$ cat config.mk
export PLATFORM = sky130hd
export DESIGN_NAME = infix_to_postfix_converter
export DESIGN_NICKNAME = d
export VERILOG_FILES = /design/src/hdl/itpc_pkg.sv /design/src/hdl/itpc_datapath.sv /design/src/hdl/itpc_ctrl.sv /design/src/hdl/infix_to_postfix_converter.sv
export SDC_FILE = /design/constraint.sdc
export NUM_CORES = 1
export LEC_CHECK = 0
export ABC_CLOCK_PERIOD_IN_PS = 5800
export BUFFER_PORTS_ARGS = -buffer_cell sky130_fd_sc_hd__buf_2
export CORE_MARGIN = 3
export CORE_UTILIZATION = 54
export DETAILED_ROUTE_END_ITERATION = 12
export GPL_TIMING_DRIVEN = 0
export HOLD_SLACK_MARGIN = 0.1
export PLACE_DENSITY = 0.71
export SLEW_MARGIN = 20
export SYNTH_ARGS = -nofsm -noshare
export SYNTH_HDL_FRONTEND = slang
export SYNTH_SLANG_ARGS = --single-unit
export TNS_END_PERCENT = 5
$ cat constraint.sdc
create_clock -name clock -period 5.8 [get_ports clock]
set_clock_uncertainty 0.05 [all_clocks]
set_input_delay 0.29 -clock clock [delete_from_list [all_inputs] [get_ports clock]]
set_output_delay 0.29 -clock clock [all_outputs]
set_load 0.01 [all_outputs]
$ cat src/hdl/itpc_pkg.sv
`default_nettype none
package itpc_pkg;

   localparam int STACK_DEPTH = 32;
   localparam int CNT_W       = $clog2(STACK_DEPTH + 1);
   localparam int ADDR_W      = $clog2(STACK_DEPTH);

   localparam logic [7:0] CHAR_NUL     = 8'h00;
   localparam logic [7:0] CHAR_LOWER_A = "a";
   localparam logic [7:0] CHAR_LOWER_Z = "z";
   localparam logic [7:0] CHAR_DIGIT_0 = "0";
   localparam logic [7:0] CHAR_DIGIT_9 = "9";
   localparam logic [7:0] CHAR_OPEN    = "(";
   localparam logic [7:0] CHAR_CLOSE   = ")";
   localparam logic [7:0] CHAR_POW     = "^";
   localparam logic [7:0] CHAR_MUL     = "*";
   localparam logic [7:0] CHAR_DIV     = "/";
   localparam logic [7:0] CHAR_ADD     = "+";
   localparam logic [7:0] CHAR_SUB     = "-";

   typedef enum logic [2:0] {
      CODE_NONE = 3'd0,
      CODE_OPEN = 3'd1,
      CODE_POW  = 3'd2,
      CODE_MUL  = 3'd3,
      CODE_DIV  = 3'd4,
      CODE_ADD  = 3'd5,
      CODE_SUB  = 3'd6
   } code_type;

   typedef enum logic [2:0] {
      PREV_NONE,
      PREV_LETTER,
      PREV_DIGIT,
      PREV_CLOSE,
      PREV_OPEN,
      PREV_OPER
   } prev_type;

   typedef enum logic [1:0] {
      ERR_NONE,
      ERR_ADJACENT,
      ERR_ILLEGAL,
      ERR_OVERFLOW
   } err_type;

   typedef enum logic [1:0] {
      EMIT_TOP,
      EMIT_SYM,
      EMIT_STATUS
   } emit_type;

   typedef enum logic [1:0] {
      LOAD_MUL,
      LOAD_OPEN,
      LOAD_OPER
   } load_type;

   typedef enum logic [3:0] {
      S_IDLE,
      S_DISPATCH,
      S_PUSH_MUL_SYM,
      S_PUSH_MUL_OPEN,
      S_PUSH_OPEN,
      S_PUSH_OPER,
      S_SYM,
      S_CLOSE,
      S_FLUSH,
      S_ERROR
   } state_type;

   typedef struct packed {
      logic [7:0] symbol;
      logic       end_of_expression;
   } req_type;

   typedef struct packed {
      logic [7:0] out_symbol;
      logic       out_valid;
      logic       out_last;
      logic [1:0] error_code;
   } rsp_type;

   typedef struct packed {
      logic     accept;
      logic     load;
      load_type load_sel;
      logic     push;
      logic     pop;
      logic     emit;
      emit_type emit_sel;
      logic     out_last;
      err_type  err;
      logic     set_prev;
      prev_type prev;
      logic     clear;
      logic     set_discard;
   } cmd_type;

   typedef struct packed {
      logic is_letter;
      logic is_digit;
      logic is_open;
      logic is_close;
      logic is_oper;
      logic discarding;
      logic end_flag;
      logic prev_mul_operand;
      logic prev_mul_open;
      logic prev_oper;
      logic open_zero;
      logic stack_empty;
      logic stack_full;
      logic top_open;
      logic pop_hit;
      logic ops_zero;
      logic ops_one;
      logic emitted_any;
      logic out_free;
   } status_type;

   function automatic logic [7:0] code_char(input code_type code);
      logic [7:0] ch;
      unique case (code)
         CODE_OPEN: ch = CHAR_OPEN;
         CODE_POW:  ch = CHAR_POW;
         CODE_MUL:  ch = CHAR_MUL;
         CODE_DIV:  ch = CHAR_DIV;
         CODE_ADD:  ch = CHAR_ADD;
         CODE_SUB:  ch = CHAR_SUB;
         default:   ch = CHAR_NUL;
      endcase
      return ch;
   endfunction

   function automatic logic [2:0] code_prio(input code_type code);
      logic [2:0] prio;
      unique case (code) inside
         CODE_OPEN:          prio = 3'd1;
         CODE_POW:           prio = 3'd4;
         CODE_MUL, CODE_DIV: prio = 3'd3;
         CODE_ADD, CODE_SUB: prio = 3'd2;
         default:            prio = 3'd0;
      endcase
      return prio;
   endfunction

   function automatic code_type char_code(input logic [7:0] ch);
      code_type code;
      unique case (ch)
         CHAR_POW: code = CODE_POW;
         CHAR_MUL: code = CODE_MUL;
         CHAR_DIV: code = CODE_DIV;
         CHAR_ADD: code = CODE_ADD;
         CHAR_SUB: code = CODE_SUB;
         default:  code = CODE_NONE;
      endcase
      return code;
   endfunction

endpackage
`default_nettype wire

$ cat src/hdl/itpc_datapath.sv
`default_nettype none
module itpc_datapath (
   input  wire logic                 clock,
   input  wire logic                 reset,
   input  wire itpc_pkg::req_type    req_data,
   input  wire logic                 rsp_stall,
   output logic                      rsp_valid,
   output itpc_pkg::rsp_type         rsp_data,
   input  wire itpc_pkg::cmd_type    cmd,
   output itpc_pkg::status_type      status
);

   logic [7:0]                   sym_ff;
   logic                         end_ff;
   logic [itpc_pkg::CNT_W-1:0]   sc_ff, sc_in;
   logic [itpc_pkg::CNT_W-1:0]   oc_ff, oc_in;
   logic [itpc_pkg::CNT_W-1:0]   rd_idx;
   itpc_pkg::prev_type           prev_ff, prev_in;
   logic                         disc_ff, disc_in;
   logic                         emitted_ff, emitted_in;
   itpc_pkg::code_type           code_ff, code_in;
   itpc_pkg::code_type           top_ff;
   itpc_pkg::code_type           op_code;
   logic                         rsp_valid_ff, rsp_valid_in;
   itpc_pkg::rsp_type            rsp_data_ff, rsp_data_in;
   itpc_pkg::rsp_type            emit_data;
   itpc_pkg::code_type           mem [itpc_pkg::STACK_DEPTH];

   assign op_code   = itpc_pkg::char_code(sym_ff);
   assign rsp_valid = rsp_valid_ff;
   assign rsp_data  = rsp_data_ff;

   always_comb begin
      status.is_letter        = (sym_ff >= itpc_pkg::CHAR_LOWER_A) &&
                                (sym_ff <= itpc_pkg::CHAR_LOWER_Z);
      status.is_digit         = (sym_ff >= itpc_pkg::CHAR_DIGIT_0) &&
                                (sym_ff <= itpc_pkg::CHAR_DIGIT_9);
      status.is_open          = sym_ff == itpc_pkg::CHAR_OPEN;
      status.is_close         = sym_ff == itpc_pkg::CHAR_CLOSE;
      status.is_oper          = op_code != itpc_pkg::CODE_NONE;
      status.discarding       = disc_ff;
      status.end_flag         = end_ff;
      status.prev_mul_operand = (prev_ff == itpc_pkg::PREV_LETTER) ||
                                (prev_ff == itpc_pkg::PREV_DIGIT) ||
                                (prev_ff == itpc_pkg::PREV_CLOSE);
      status.prev_mul_open    = (prev_ff == itpc_pkg::PREV_LETTER) ||
                                (prev_ff == itpc_pkg::PREV_CLOSE);
      status.prev_oper        = prev_ff == itpc_pkg::PREV_OPER;
      status.open_zero        = oc_ff == '0;
      status.stack_empty      = sc_ff == '0;
      status.stack_full       = sc_ff == itpc_pkg::CNT_W'(itpc_pkg::STACK_DEPTH);
      status.top_open         = top_ff == itpc_pkg::CODE_OPEN;
      status.pop_hit          = (code_ff != itpc_pkg::CODE_OPEN) &&
                                (itpc_pkg::code_prio(top_ff) >= itpc_pkg::code_prio(code_ff));
      status.ops_zero         = sc_ff == oc_ff;
      status.ops_one          = sc_ff == (oc_ff + itpc_pkg::CNT_W'(1));
      status.emitted_any      = emitted_ff;
      status.out_free         = !rsp_valid_ff || !rsp_stall;
   end

   always_comb begin
      sc_in      = sc_ff;
      oc_in      = oc_ff;
      prev_in    = prev_ff;
      disc_in    = disc_ff;
      code_in    = code_ff;
      emitted_in = emitted_ff;
      if (cmd.load) begin
         unique case (cmd.load_sel)
            itpc_pkg::LOAD_MUL:  code_in = itpc_pkg::CODE_MUL;
            itpc_pkg::LOAD_OPEN: code_in = itpc_pkg::CODE_OPEN;
            itpc_pkg::LOAD_OPER: code_in = op_code;
            default:             code_in = code_ff;
         endcase
      end
      if (cmd.push) begin
         sc_in = sc_ff + itpc_pkg::CNT_W'(1);
         if (code_ff == itpc_pkg::CODE_OPEN) begin
            oc_in = oc_ff + itpc_pkg::CNT_W'(1);
         end
      end
      if (cmd.pop) begin
         sc_in = sc_ff - itpc_pkg::CNT_W'(1);
         if (top_ff == itpc_pkg::CODE_OPEN) begin
            oc_in = oc_ff - itpc_pkg::CNT_W'(1);
         end
      end
      if (cmd.set_prev) begin
         prev_in = cmd.prev;
      end
      if (cmd.accept) begin
         emitted_in = 1'b0;
      end
      if (cmd.emit) begin
         emitted_in = 1'b1;
      end
      if (cmd.clear) begin
         sc_in   = '0;
         oc_in   = '0;
         prev_in = itpc_pkg::PREV_NONE;
         disc_in = cmd.set_discard;
      end
      rd_idx = sc_in - itpc_pkg::CNT_W'(1);
   end

   always_comb begin
      emit_data.out_symbol = itpc_pkg::CHAR_NUL;
      emit_data.out_valid  = 1'b0;
      emit_data.out_last   = 1'b1;
      emit_data.error_code = cmd.err;
      unique case (cmd.emit_sel)
         itpc_pkg::EMIT_TOP: begin
            emit_data.out_symbol = itpc_pkg::code_char(top_ff);
            emit_data.out_valid  = 1'b1;
            emit_data.out_last   = cmd.out_last;
            emit_data.error_code = itpc_pkg::ERR_NONE;
         end
         itpc_pkg::EMIT_SYM: begin
            emit_data.out_symbol = sym_ff;
            emit_data.out_valid  = 1'b1;
            emit_data.out_last   = cmd.out_last;
            emit_data.error_code = itpc_pkg::ERR_NONE;
         end
         default: begin
            emit_data.out_symbol = itpc_pkg::CHAR_NUL;
         end
      endcase
      rsp_valid_in = cmd.emit ? 1'b1 : (rsp_valid_ff && rsp_stall);
      rsp_data_in  = cmd.emit ? emit_data : rsp_data_ff;
   end

   always_ff @(posedge clock) begin
      if (reset) begin
         sc_ff        <= '0;
         oc_ff        <= '0;
         prev_ff      <= itpc_pkg::PREV_NONE;
         disc_ff      <= 1'b0;
         emitted_ff   <= 1'b0;
         rsp_valid_ff <= 1'b0;
      end else begin
         sc_ff        <= sc_in;
         oc_ff        <= oc_in;
         prev_ff      <= prev_in;
         disc_ff      <= disc_in;
         emitted_ff   <= emitted_in;
         rsp_valid_ff <= rsp_valid_in;
      end
   end

   always_ff @(posedge clock) begin
      if (cmd.accept) begin
         sym_ff <= req_data.symbol;
         end_ff <= req_data.end_of_expression;
      end
      code_ff     <= code_in;
      rsp_data_ff <= rsp_data_in;
      if (cmd.push) begin
         mem[sc_ff[itpc_pkg::ADDR_W-1:0]] <= code_ff;
      end
      top_ff <= cmd.push ? code_ff : mem[rd_idx[itpc_pkg::ADDR_W-1:0]];
   end

endmodule
`default_nettype wire

$ cat src/hdl/itpc_ctrl.sv
`default_nettype none
module itpc_ctrl (
   input  wire logic                 clock,
   input  wire logic                 reset,
   input  wire logic                 req_valid,
   output logic                      req_stall,
   input  wire itpc_pkg::status_type status,
   output itpc_pkg::cmd_type         cmd
);

   itpc_pkg::state_type state_ff, state_in;
   itpc_pkg::err_type   err_ff, err_in;

   always_ff @(posedge clock) begin
      if (reset) begin
         state_ff <= itpc_pkg::S_IDLE;
         err_ff   <= itpc_pkg::ERR_NONE;
      end else begin
         state_ff <= state_in;
         err_ff   <= err_in;
      end
   end

   always_comb begin
      state_in  = state_ff;
      err_in    = err_ff;
      cmd       = '0;
      req_stall = 1'b1;
      unique case (state_ff) inside
         itpc_pkg::S_IDLE: begin
            req_stall = 1'b0;
            if (req_valid) begin
               cmd.accept = 1'b1;
               state_in   = itpc_pkg::S_DISPATCH;
            end
         end

         itpc_pkg::S_DISPATCH: begin
            if (status.discarding) begin
               if (status.end_flag) begin
                  cmd.clear = 1'b1;
               end
               state_in = itpc_pkg::S_IDLE;
            end else if (status.is_letter || status.is_digit) begin
               if (status.prev_mul_operand) begin
                  cmd.load     = 1'b1;
                  cmd.load_sel = itpc_pkg::LOAD_MUL;
                  state_in     = itpc_pkg::S_PUSH_MUL_SYM;
               end else begin
                  state_in = itpc_pkg::S_SYM;
               end
            end else if (status.is_open) begin
               cmd.set_prev = 1'b1;
               cmd.prev     = itpc_pkg::PREV_OPEN;
               cmd.load     = 1'b1;
               if (status.prev_mul_open) begin
                  cmd.load_sel = itpc_pkg::LOAD_MUL;
                  state_in     = itpc_pkg::S_PUSH_MUL_OPEN;
               end else begin
                  cmd.load_sel = itpc_pkg::LOAD_OPEN;
                  state_in     = itpc_pkg::S_PUSH_OPEN;
               end
            end else if (status.is_close) begin
               cmd.set_prev = 1'b1;
               cmd.prev     = itpc_pkg::PREV_CLOSE;
               if (!status.open_zero) begin
                  state_in = itpc_pkg::S_CLOSE;
               end else begin
                  state_in = status.end_flag ? itpc_pkg::S_FLUSH : itpc_pkg::S_IDLE;
               end
            end else if (status.is_oper) begin
               if (status.prev_oper) begin
                  err_in   = itpc_pkg::ERR_ADJACENT;
                  state_in = itpc_pkg::S_ERROR;
               end else begin
                  cmd.set_prev = 1'b1;
                  cmd.prev     = itpc_pkg::PREV_OPER;
                  cmd.load     = 1'b1;
                  cmd.load_sel = itpc_pkg::LOAD_OPER;
                  state_in     = itpc_pkg::S_PUSH_OPER;
               end
            end else begin
               err_in   = itpc_pkg::ERR_ILLEGAL;
               state_in = itpc_pkg::S_ERROR;
            end
         end

         itpc_pkg::S_PUSH_MUL_SYM, itpc_pkg::S_PUSH_MUL_OPEN,
         itpc_pkg::S_PUSH_OPEN, itpc_pkg::S_PUSH_OPER: begin
            if (!status.stack_empty && status.pop_hit) begin
               if (status.out_free) begin
                  cmd.pop      = 1'b1;
                  cmd.emit     = 1'b1;
                  cmd.emit_sel = itpc_pkg::EMIT_TOP;
               end
            end else if (status.stack_full) begin
               err_in   = itpc_pkg::ERR_OVERFLOW;
               state_in = itpc_pkg::S_ERROR;
            end else begin
               cmd.push = 1'b1;
               if (state_ff == itpc_pkg::S_PUSH_MUL_SYM) begin
                  state_in = itpc_pkg::S_SYM;
               end else if (state_ff == itpc_pkg::S_PUSH_MUL_OPEN) begin
                  cmd.load     = 1'b1;
                  cmd.load_sel = itpc_pkg::LOAD_OPEN;
                  state_in     = itpc_pkg::S_PUSH_OPEN;
               end else begin
                  state_in = status.end_flag ? itpc_pkg::S_FLUSH : itpc_pkg::S_IDLE;
               end
            end
         end

         itpc_pkg::S_SYM: begin
            if (status.out_free) begin
               cmd.emit     = 1'b1;
               cmd.emit_sel = itpc_pkg::EMIT_SYM;
               cmd.out_last = status.end_flag && status.ops_zero;
               cmd.set_prev = 1'b1;
               cmd.prev     = status.is_letter ? itpc_pkg::PREV_LETTER : itpc_pkg::PREV_DIGIT;
               state_in     = status.end_flag ? itpc_pkg::S_FLUSH : itpc_pkg::S_IDLE;
            end
         end

         itpc_pkg::S_CLOSE: begin
            if (status.top_open) begin
               cmd.pop  = 1'b1;
               state_in = status.end_flag ? itpc_pkg::S_FLUSH : itpc_pkg::S_IDLE;
            end else if (status.out_free) begin
               cmd.pop      = 1'b1;
               cmd.emit     = 1'b1;
               cmd.emit_sel = itpc_pkg::EMIT_TOP;
               cmd.out_last = status.end_flag && status.ops_one;
            end
         end

         itpc_pkg::S_FLUSH: begin
            if (status.stack_empty) begin
               if (status.emitted_any) begin
                  cmd.clear = 1'b1;
                  state_in  = itpc_pkg::S_IDLE;
               end else if (status.out_free) begin
                  cmd.emit     = 1'b1;
                  cmd.emit_sel = itpc_pkg::EMIT_STATUS;
                  cmd.err      = itpc_pkg::ERR_NONE;
                  cmd.clear    = 1'b1;
                  state_in     = itpc_pkg::S_IDLE;
               end
            end else if (status.top_open) begin
               cmd.pop = 1'b1;
            end else if (status.out_free) begin
               cmd.pop      = 1'b1;
               cmd.emit     = 1'b1;
               cmd.emit_sel = itpc_pkg::EMIT_TOP;
               cmd.out_last = status.ops_one;
            end
         end

         itpc_pkg::S_ERROR: begin
            if (status.out_free) begin
               cmd.emit        = 1'b1;
               cmd.emit_sel    = itpc_pkg::EMIT_STATUS;
               cmd.err         = err_ff;
               cmd.clear       = 1'b1;
               cmd.set_discard = !status.end_flag;
               state_in        = itpc_pkg::S_IDLE;
            end
         end

         default: begin
            state_in = itpc_pkg::S_IDLE;
         end
      endcase
   end

endmodule
`default_nettype wire

$ cat src/hdl/infix_to_postfix_converter.sv
`default_nettype none
// Channel   Ports                              Beat
// req       req_valid, req_stall, req_data     one infix character and its end flag
// rsp       rsp_valid, rsp_stall, rsp_data     one postfix character or a status result
//
// One character per visit to idle: idle accepts it, dispatch decodes it, then each stack
// pop, push or result is a step of its own; an operator first pops entries of equal or higher
// priority and is then pushed. At the end flag every stacked operator is popped and emitted.
// Each stack pop reads the next top from the stack memory's single read port in that cycle.
// Reset clears the counts and flags; the stack memory is not cleared.
// A held rsp_stall with rsp_valid high freezes the controller in any state that produces a result.
module infix_to_postfix_converter (
   input  wire logic              clock,
   input  wire logic              reset,
   input  wire logic              req_valid,
   output logic                   req_stall,
   input  wire itpc_pkg::req_type req_data,
   output logic                   rsp_valid,
   input  wire logic              rsp_stall,
   output itpc_pkg::rsp_type      rsp_data
);

   itpc_pkg::cmd_type    cmd;
   itpc_pkg::status_type status;

   itpc_ctrl u_ctrl (
      .clock     (clock),
      .reset     (reset),
      .req_valid (req_valid),
      .req_stall (req_stall),
      .status    (status),
      .cmd       (cmd)
   );

   itpc_datapath u_datapath (
      .clock     (clock),
      .reset     (reset),
      .req_data  (req_data),
      .rsp_stall (rsp_stall),
      .rsp_valid (rsp_valid),
      .rsp_data  (rsp_data),
      .cmd       (cmd),
      .status    (status)
   );

endmodule
`default_nettype wire
# == Word-level counts from Yosys, hierarchy flattened ==
# Memories as Yosys holds them, arrays and structs flattened. A register that Yosys moved wholly into a read port is not among the register bits.
# Cells that the tools add are included.
# op_classes
mul,0
n_bitwise,2
n_shift,0
n_eq_ne,50
n_reduce_logical,36
order_cmp,5
div_mod_pow,0
muxes,102
addsub,5
# ops
operator,count
$mux W4,33
$eq A8 B6 Y1 const B,6
$mux W3,14
$mux W6,7
$pmux W7 S6,1
$pmux W3 S5,2
$pmux W4 S7,1
$mux W2,12
$pmux W3 S4,2
$eq A3 B3 Y1 const B,7
$mux W1,20
$eq A3 B2 Y1 const B,6
$ne A2 B2 Y1 const B,9
$eq A4 B3 Y1 const B,4
$pmux W8 S2,1
$add A6 B1 Y6 const B,2
$eq A6 B6 Y1,2
$logic_not A6 Y1,2
$reduce_or A2 Y1,6
$sub A6 B1 Y6 const B,2
$mux W5,2
$eq A3 B1 Y1 const B,3
$pmux W1 S3,3
$pmux W3 S3,1
other kinds (31),52
# totals
rom_bits,0
in_bits,13
ram_bits,96
output_inout_bits,14
n_memories,1
ff_bits,48
latch_bits,0
# memory_table
memory,depth,word_bits,rd,rd_clocked_by_memory_dff,write_ports,line,source
u_datapath.mem,32,3,1,1,1,itpc_datapath.sv:27,itpc_pkg::code_type mem [itpc_pkg::STACK_DEPTH];

# == Depth between registers and ports, before layout ==
# Gate-level depths: netlist of the first run.
# depth
ltp_word,12
ltp_mapped,19
ltp_nobuf,16

# == Hierarchy ==
# A second synthesis of the first run with hierarchy kept.
# unflattened
hier_cells,613
hier_area_um2,7480.9
# by_module_without_submodules
module,area_per_inst_um2,seq_area_each_um2,cells_per_inst,n_inst
itpc_datapath,6597.6,4023.9,485,1
itpc_ctrl,883.3,120.1,128,1

# == Least setup slack after synthesis of the first run ==
# No wires, ideal clock.
# synth_timing
kind,register to register
start,register with a tool-made name
end,register with a tool-made name
path_stages_with_launch,19
setup_slack_ps,1386
arrival_ps,4242
n_path_buf,3
period_less_slack_ps,4414
setup_ps,122
path_cell_list,dfxtp_1 > clkbuf_1 > clkbuf_1 > mux4_2 > mux4_2 > mux2_2 > nand2_1 > nor2_1 > nor2_1 > ha_1 > nand2b_1 > a31oi_1 > o311a_1 > clkbuf_1 > o21ai_0 > o31ai_1 > ha_1 > nand3b_1 > xnor2_1

==> results.yml, run 1 <==
synthesis:
  synth_seq_cells: 149
  syn_inst: 582
  synth_edf_count: 120
  syn_area_um2: 7240
  synth.avg_cell_area_um2: 12.4
  synth_fp_nets: 609
  synthTopCellsByArea: "edfxtp_1, mux4_2, dfxtp_1"
  synth_top_area_share_pct: 49.8
  ys_async_sr_fraction_pct: 0
  synth-main-ff-cell: "edfxtp_1"
  yosys.cell_count.top_type: "edfxtp_1"
  synth_top_area_cell: "edfxtp_1"
  seq_area_frac_synth_pct: 57.8
  synth_commonest_cells: "edfxtp_1, nor2_1, nand2_1"
  yosys_warnings: 0
  synth.distinct_cells: 64
sta:
  fmaxAchievable_ghz: 0.186
  whs_ps: 321
  hold_viol: 0
  worstMarginPinSlew_ps: 675
  rsz0062_at_grt: "false"
  finalSetupViolCount: 0
  setup_tns_ps: 0
  fin_ws_ps: 420
  period_needed_ps: 5380
  finalMaxSlewViolations: 0
  period_share_pct: 92.8
  maxSlewHeadroom_pct: 54.6
finish:
  synthToLayoutAreaGrowth_pct: 15.5
  drive_above_1_share_pct: 17.3
  design_area_um2: 8370
  fillCellCount: 951
  multi_input_area_um2: 2860
  seq_area_um2: 4180
  nets: 668
  antennaDiodeCount: 0
drt:
  vias: 5086
  viasPerCell: 6.16
  wl_per_cell_um: 20.4
  drtIter0Drc: 488
  antenna_left: 0
  drt_pass1_iterations: 5
  drc_errors: 0
  wl_um: 16800
critical_path:
  path_max_fanout: 10
  worstSetupPathType: "reg -> reg"
  ff2ff_setup_slack_ps: 420
  cp-start-kind: "flip-flop"
  end_kind: "flip-flop"
  required_ps: 6060
  cp.arrival_ps: 5640
  rr_worst_depth: 17
global_route:
  grt_pass1_vias: 4937
  grt.overflow.total: 0
  grt_use_total_pct: 24.5
  antenna_found_initial: 0
  grt_pass1_wl_um: 27300
  grt_max_degree: 38
power:
  leakagePower_nw: 2.98
  peakVddDrop_mv: 0.221
  cellPowerDensity_nw_per_um2: 382
flow_run:
  maxCapViolCount: 0
hold_path:
  hold-path-cell-count: 3
  hp-class: "in -> reg"
  hold_path_end: "u_datapath.rsp_valid"
  hold_start: "rsp_stall"
clock_network:
  cts_tree: "yes"
  clock_sinks: 149
  postCtsSetupRepairBufs: 0
  cts.path.max_buffers: 2
  clkTransAtPathRegs_ps: 60
  cts_max_level: 4
  clk_latency_ps: 430
  cts_buffers: 17
  clockRootBuffer: "clkbuf_16"
floorplan:
  io_pins: 27
  initial_utilization_pct: 56.2
  chipHeight_um: 122
  die_w_um: 122
  core_area_um2: 12900
  dieArea_um2: 14800
  rows: 41
place:
  place_ws_ps: 279
  io_buffers: 26
  hpwl_um: 11400
  routabilityCongestion: 0.950
  placed_area_um2: 7600
outcome:
  outcome: "complete, no violations"
area by class of cell:
cell class | count | share of cell area (%)
Buffer | 28 | 1.57
Clock buffer | 18 | 5.13
Clock inverter | 14 | 2.26
Inverter | 19 | 0.852
Multi-Input combinational cell | 386 | 34.2
Sequential cell | 149 | 50.0
Tap cell | 172 | 2.57
Timing Repair Buffer | 40 | 3.38
state kept, by name, indices dropped and copies added, names as in the netlist, named ones only:
signal,count
u_ctrl.err_ff,2
u_ctrl.state_ff,4
u_datapath.code_ff,3
u_datapath.disc_ff,1
u_datapath.emitted_ff,1
u_datapath.end_ff,1
u_datapath.mem,96
u_datapath.oc_ff,6
u_datapath.prev_ff,3
u_datapath.rsp_data,12
u_datapath.rsp_valid,1
u_datapath.sc_ff,6
u_datapath.sym_ff,8
layout by cell type (no fill, tap or decap), types with 6 or more instances in the layout:
cell type and n:
nor2_1 83, and3_1 6, dfxtp_1 29, nor2b_1 9, mux4_2 30, edfxtp_1 120, a31oi_1 7, xnor2_1 14
clkbuf_16 17, buf_2 27, mux2i_1 6, nand3b_1 6, a21oi_1 28, nand2b_1 10, inv_1 19, clkbuf_1 21
nand2_1 41, nand3_1 9, o21ai_0 16, dlygate4sd3_1 10, inv_6 7, nor3_1 11, ha_1 14
cells by family after synthesis:
family,share of synthesized area [%]
adders and majority gates,2.42
muxes,10.8
xor gates and xnor gates,2.30
DFF,57.8
AOI/OAI and AO/OA,8.50
buffers and inverters,2.76
and+or+nand+nor,15.4
where the power goes:
part	switching [mW]	internal [mW]	leakage [nW]	total, mW
Clock	0.460	0.691	0.303	1.15
Combinational	0.457	0.289	1.33	0.746
Sequential	0.0561	1.24	1.35	1.30
Total	0.973	2.22	2.98	3.19
critical path: stages, from the launching register on:
cell and delay, ps:
dfxtp_1 310, clkbuf_1 330, clkbuf_2 430, mux4_2 400
mux4_2 510, mux2_2 370, nor2_1 160, nor2_1 60
ha_1 280, nand2b_1 150, a31oi_1 270, o311a_1 290
clkbuf_1 400, o21ai_0 210, o31ai_1 490, ha_1 270
nand3b_1 110, xnor2_1 160
per-layer routing:
metal  global-route usage, %  vias to the layer above  part of all wire [%]
met5                       0                        -                     0
met1                    34.9                     2497                    44
met2                    37.1                      227                    46
li1                        -                     2332                     -
met4                    8.12                        0                   1.7
met3                    6.50                       30                   8.0
stage by stage:
stage	util (%)	total power, mW	cells
5_1_grt	65.0	3.34	826
2_1_floorplan	-	1.84	582
4_1_cts	64.6	3.20	823
3_3_place_gp	58.9	2.03	780
6_report	65.0	3.19	826
3_5_place_dp	59.0	2.04	781
worst max-delay path by stage:
stage / depth (start not counted) / slack (ps) / to
floorplan: 18 / 1390 / flip-flop
global placement: 18 / 370 / flip-flop
detailed placement: 18 / 280 / flip-flop
CTS: 18 / 220 / flip-flop
global route: 17 / 70 / flip-flop
finish: 17 / 420 / flip-flop
repair_timing:
action,4_1_cts,5_1_grt
gates resized for setup,0,4
hold buffers,10,0
setup endpoints to repair,0,7
endpoints found under the hold margin,13,0
Power figures use the tool's default switching activity.
==> inputs of run 2 (changes only) <==
Settings changed: CORE_UTILIZATION 54 to 55, PLACE_DENSITY 0.71 to 0.72, RECOVER_POWER set to 50.
==> results.yml, run 2 (synthesis gave the netlist of run 1 again) <==
outcome:
  outcome: "complete, no violations"
critical_path:
  r2r-end: "u_datapath.code_ff[0]"
  crit_end: "u_datapath.code_ff[0]"
  path_cells: "clkbuf_1 -> clkbuf_2 -> mux4_2 -> mux4_2 -> mux2_1 -> nor2_1 -> nor2_1 -> ha_1 -> nand2b_1 -> a31oi_1 -> o311a_1 -> clkbuf_1 -> nand2_1 -> o21ai_0 -> inv_1 -> ha_1 -> a311o_1"
  worstSetupPathType: "reg -> reg"
  rr_worst_depth: 17
  end_kind: "flip-flop"
  cp.depth: 17
  cp_slowest_cell: "mux4_2"
  cp_num_buf_inv: 4
  crit_family: "multiplexers"
  required_ps: 5920
  path_max_fanout: 10
  ff2ff_setup_slack_ps: 530
  cp-start-kind: "flip-flop"
  cp_slowest_stage_delay_ps: 510
  cp.arrival_ps: 5390
finish:
  synthToLayoutAreaGrowth_pct: 14.5
  nets: 668
  final_cell_mix: "edfxtp_1, nor2_1, nand2_1, clkbuf_1, mux4_2"
  final_common_cell: "edfxtp_1"
  fillCellCount: 997
  largest_register_ffs: 96
  finish.utilization_pct: 65.2
  stdcell_count: 826
  drive_above_1_share_pct: 14.2
  antennaDiodeCount: 0
floorplan:
  chipHeight_um: 121
  core_area_um2: 12700
  rows: 41
  die_w_um: 121
  initial_utilization_pct: 56.9
  io_pins: 27
  dieArea_um2: 14600
place:
  placedCellCount: 781
  routabilityCongestion: 0.910
  hpwl_um: 11100
  io_buffers: 26
drt:
  drt_pass1_iterations: 5
  vias: 4984
  wl_per_cell_um: 20.5
  antenna_left: 0
  drc_errors: 0
  viasPerCell: 6.03
  wl_um: 16900
  drtIter0Drc: 452
flow_run:
  maxCapViolCount: 0
sta:
  period_share_pct: 90.9
  fmaxAchievable_ghz: 0.190
  period_needed_ps: 5270
  hold_viol: 0
  finalMaxSlewViolations: 0
  rsz0062_at_grt: "false"
  finalSetupViolCount: 0
  maxSlewHeadroom_pct: 27.3
  worstMarginPinSlew_ps: 1090
  setup_tns_ps: 0
clock_network:
  clockRootBuffer: "clkbuf_16"
  cts_tree: "yes"
  cts_max_level: 4
  cts_buffers: 17
  clkTransAtPathRegs_ps: 60
  cts.path.max_buffers: 2
  clock_sinks: 149
  clk_latency_ps: 430
global_route:
  grt_pass1_wl_um: 26800
  grt_max_degree: 38
  grt_use_total_pct: 24.4
  grt_pass1_vias: 4933
  grt.overflow.total: 0
  antenna_found_initial: 0
power:
  peakVddDrop_mv: 0.250
  cellPowerDensity_nw_per_um2: 382
  leakagePower_nw: 2.90
hold_path:
  hp-class: "in -> reg"
==> run 2: changes by cell type in the layout (fill, tap and decap cells not counted), sizes merged <==
| cell | before | now |
|---|---|---|
| clkinv | 3 | 2 |
| inv | 27 | 24 |
| buf | 36 | 19 |
| clkinvlp | 0 | 3 |
| clkbuf | 40 | 58 |
==> run 2: timing repair <==
action / CTS / global route
hold buffers: 10 / 0
endpoints found under the setup margin: 0 / 2
hold endpoints to repair: 13 / 0
buffers inserted: 0 / 0
resized for setup: 0 / 4
==> run 2: layout make-up <==
type / instances / area (um2) / area share [%]
Inverter: 19 / 71.3 / 0.860
Buffer: 28 / 131 / 1.58
Timing Repair Buffer: 40 / 229 / 2.76
Tap cell: 172 / 215 / 2.60
Clock inverter: 13 / 170 / 2.05
Multi-Input combinational cell: 386 / 2860 / 34.5
Clock buffer: 19 / 433 / 5.22
Sequential cell: 149 / 4180 / 50.5
==> run 2: worst min path at each step <==
| stage | start | to | depth (start not counted) |
|---|---|---|---|
| 2_1_floorplan | reset | u_datapath.sc_ff[4] | 1 |
| 3_3_place_gp | u_ctrl.err_ff[0] | u_ctrl.err_ff[0] | 2 |
| 3_5_place_dp | req_data[7] | u_datapath.sym_ff[6] | 1 |
| 4_1_cts | rsp_stall | u_datapath.rsp_valid | 3 |
| 5_1_grt | rsp_stall | u_datapath.rsp_valid | 3 |
| 6_report | rsp_stall | u_datapath.rsp_valid | 3 |
==> run 2: layer usage <==
layer | routed length (um) | global-route usage, % | share of wire (%)
met1 | 7060 | 32.3 | 42
met2 | 8270 | 39.5 | 49
met3 | 1250 | 5.85 | 7.4
met4 | 340 | 8.99 | 2.0
met5 | 0 | 0 | 0
==> run 2: power breakdown <==
group	internal (mW)	switching, mW
combinational	0.280	0.449
sequential	1.24	0.0588
clock	0.683	0.456
total	2.21	0.963
==> run 2: metrics by stage <==
stage	cell area, um2	power (mW)	setup slack [ps]	hold WS [ps]
CTS	8300	3.17	322	304
finish	8290	3.17	530	337
global route	8290	3.31	168	355
detailed placement	7600	2.04	358	418
global placement	7590	2.02	379	415
floorplan	7240	1.84	1390	312
==> run 2: worst register-to-register path, stage by stage, from the launching register on <==
cell	delay (ps)
dfxtp_1	300
clkbuf_1	320
clkbuf_2	410
mux4_2	400
mux4_2	510
mux2_1	430
nor2_1	140
nor2_1	60
ha_1	280
nand2b_1	150
a31oi_1	320
o311a_1	280
clkbuf_1	360
nand2_1	170
o21ai_0	180
inv_1	90
ha_1	240
a311o_1	330
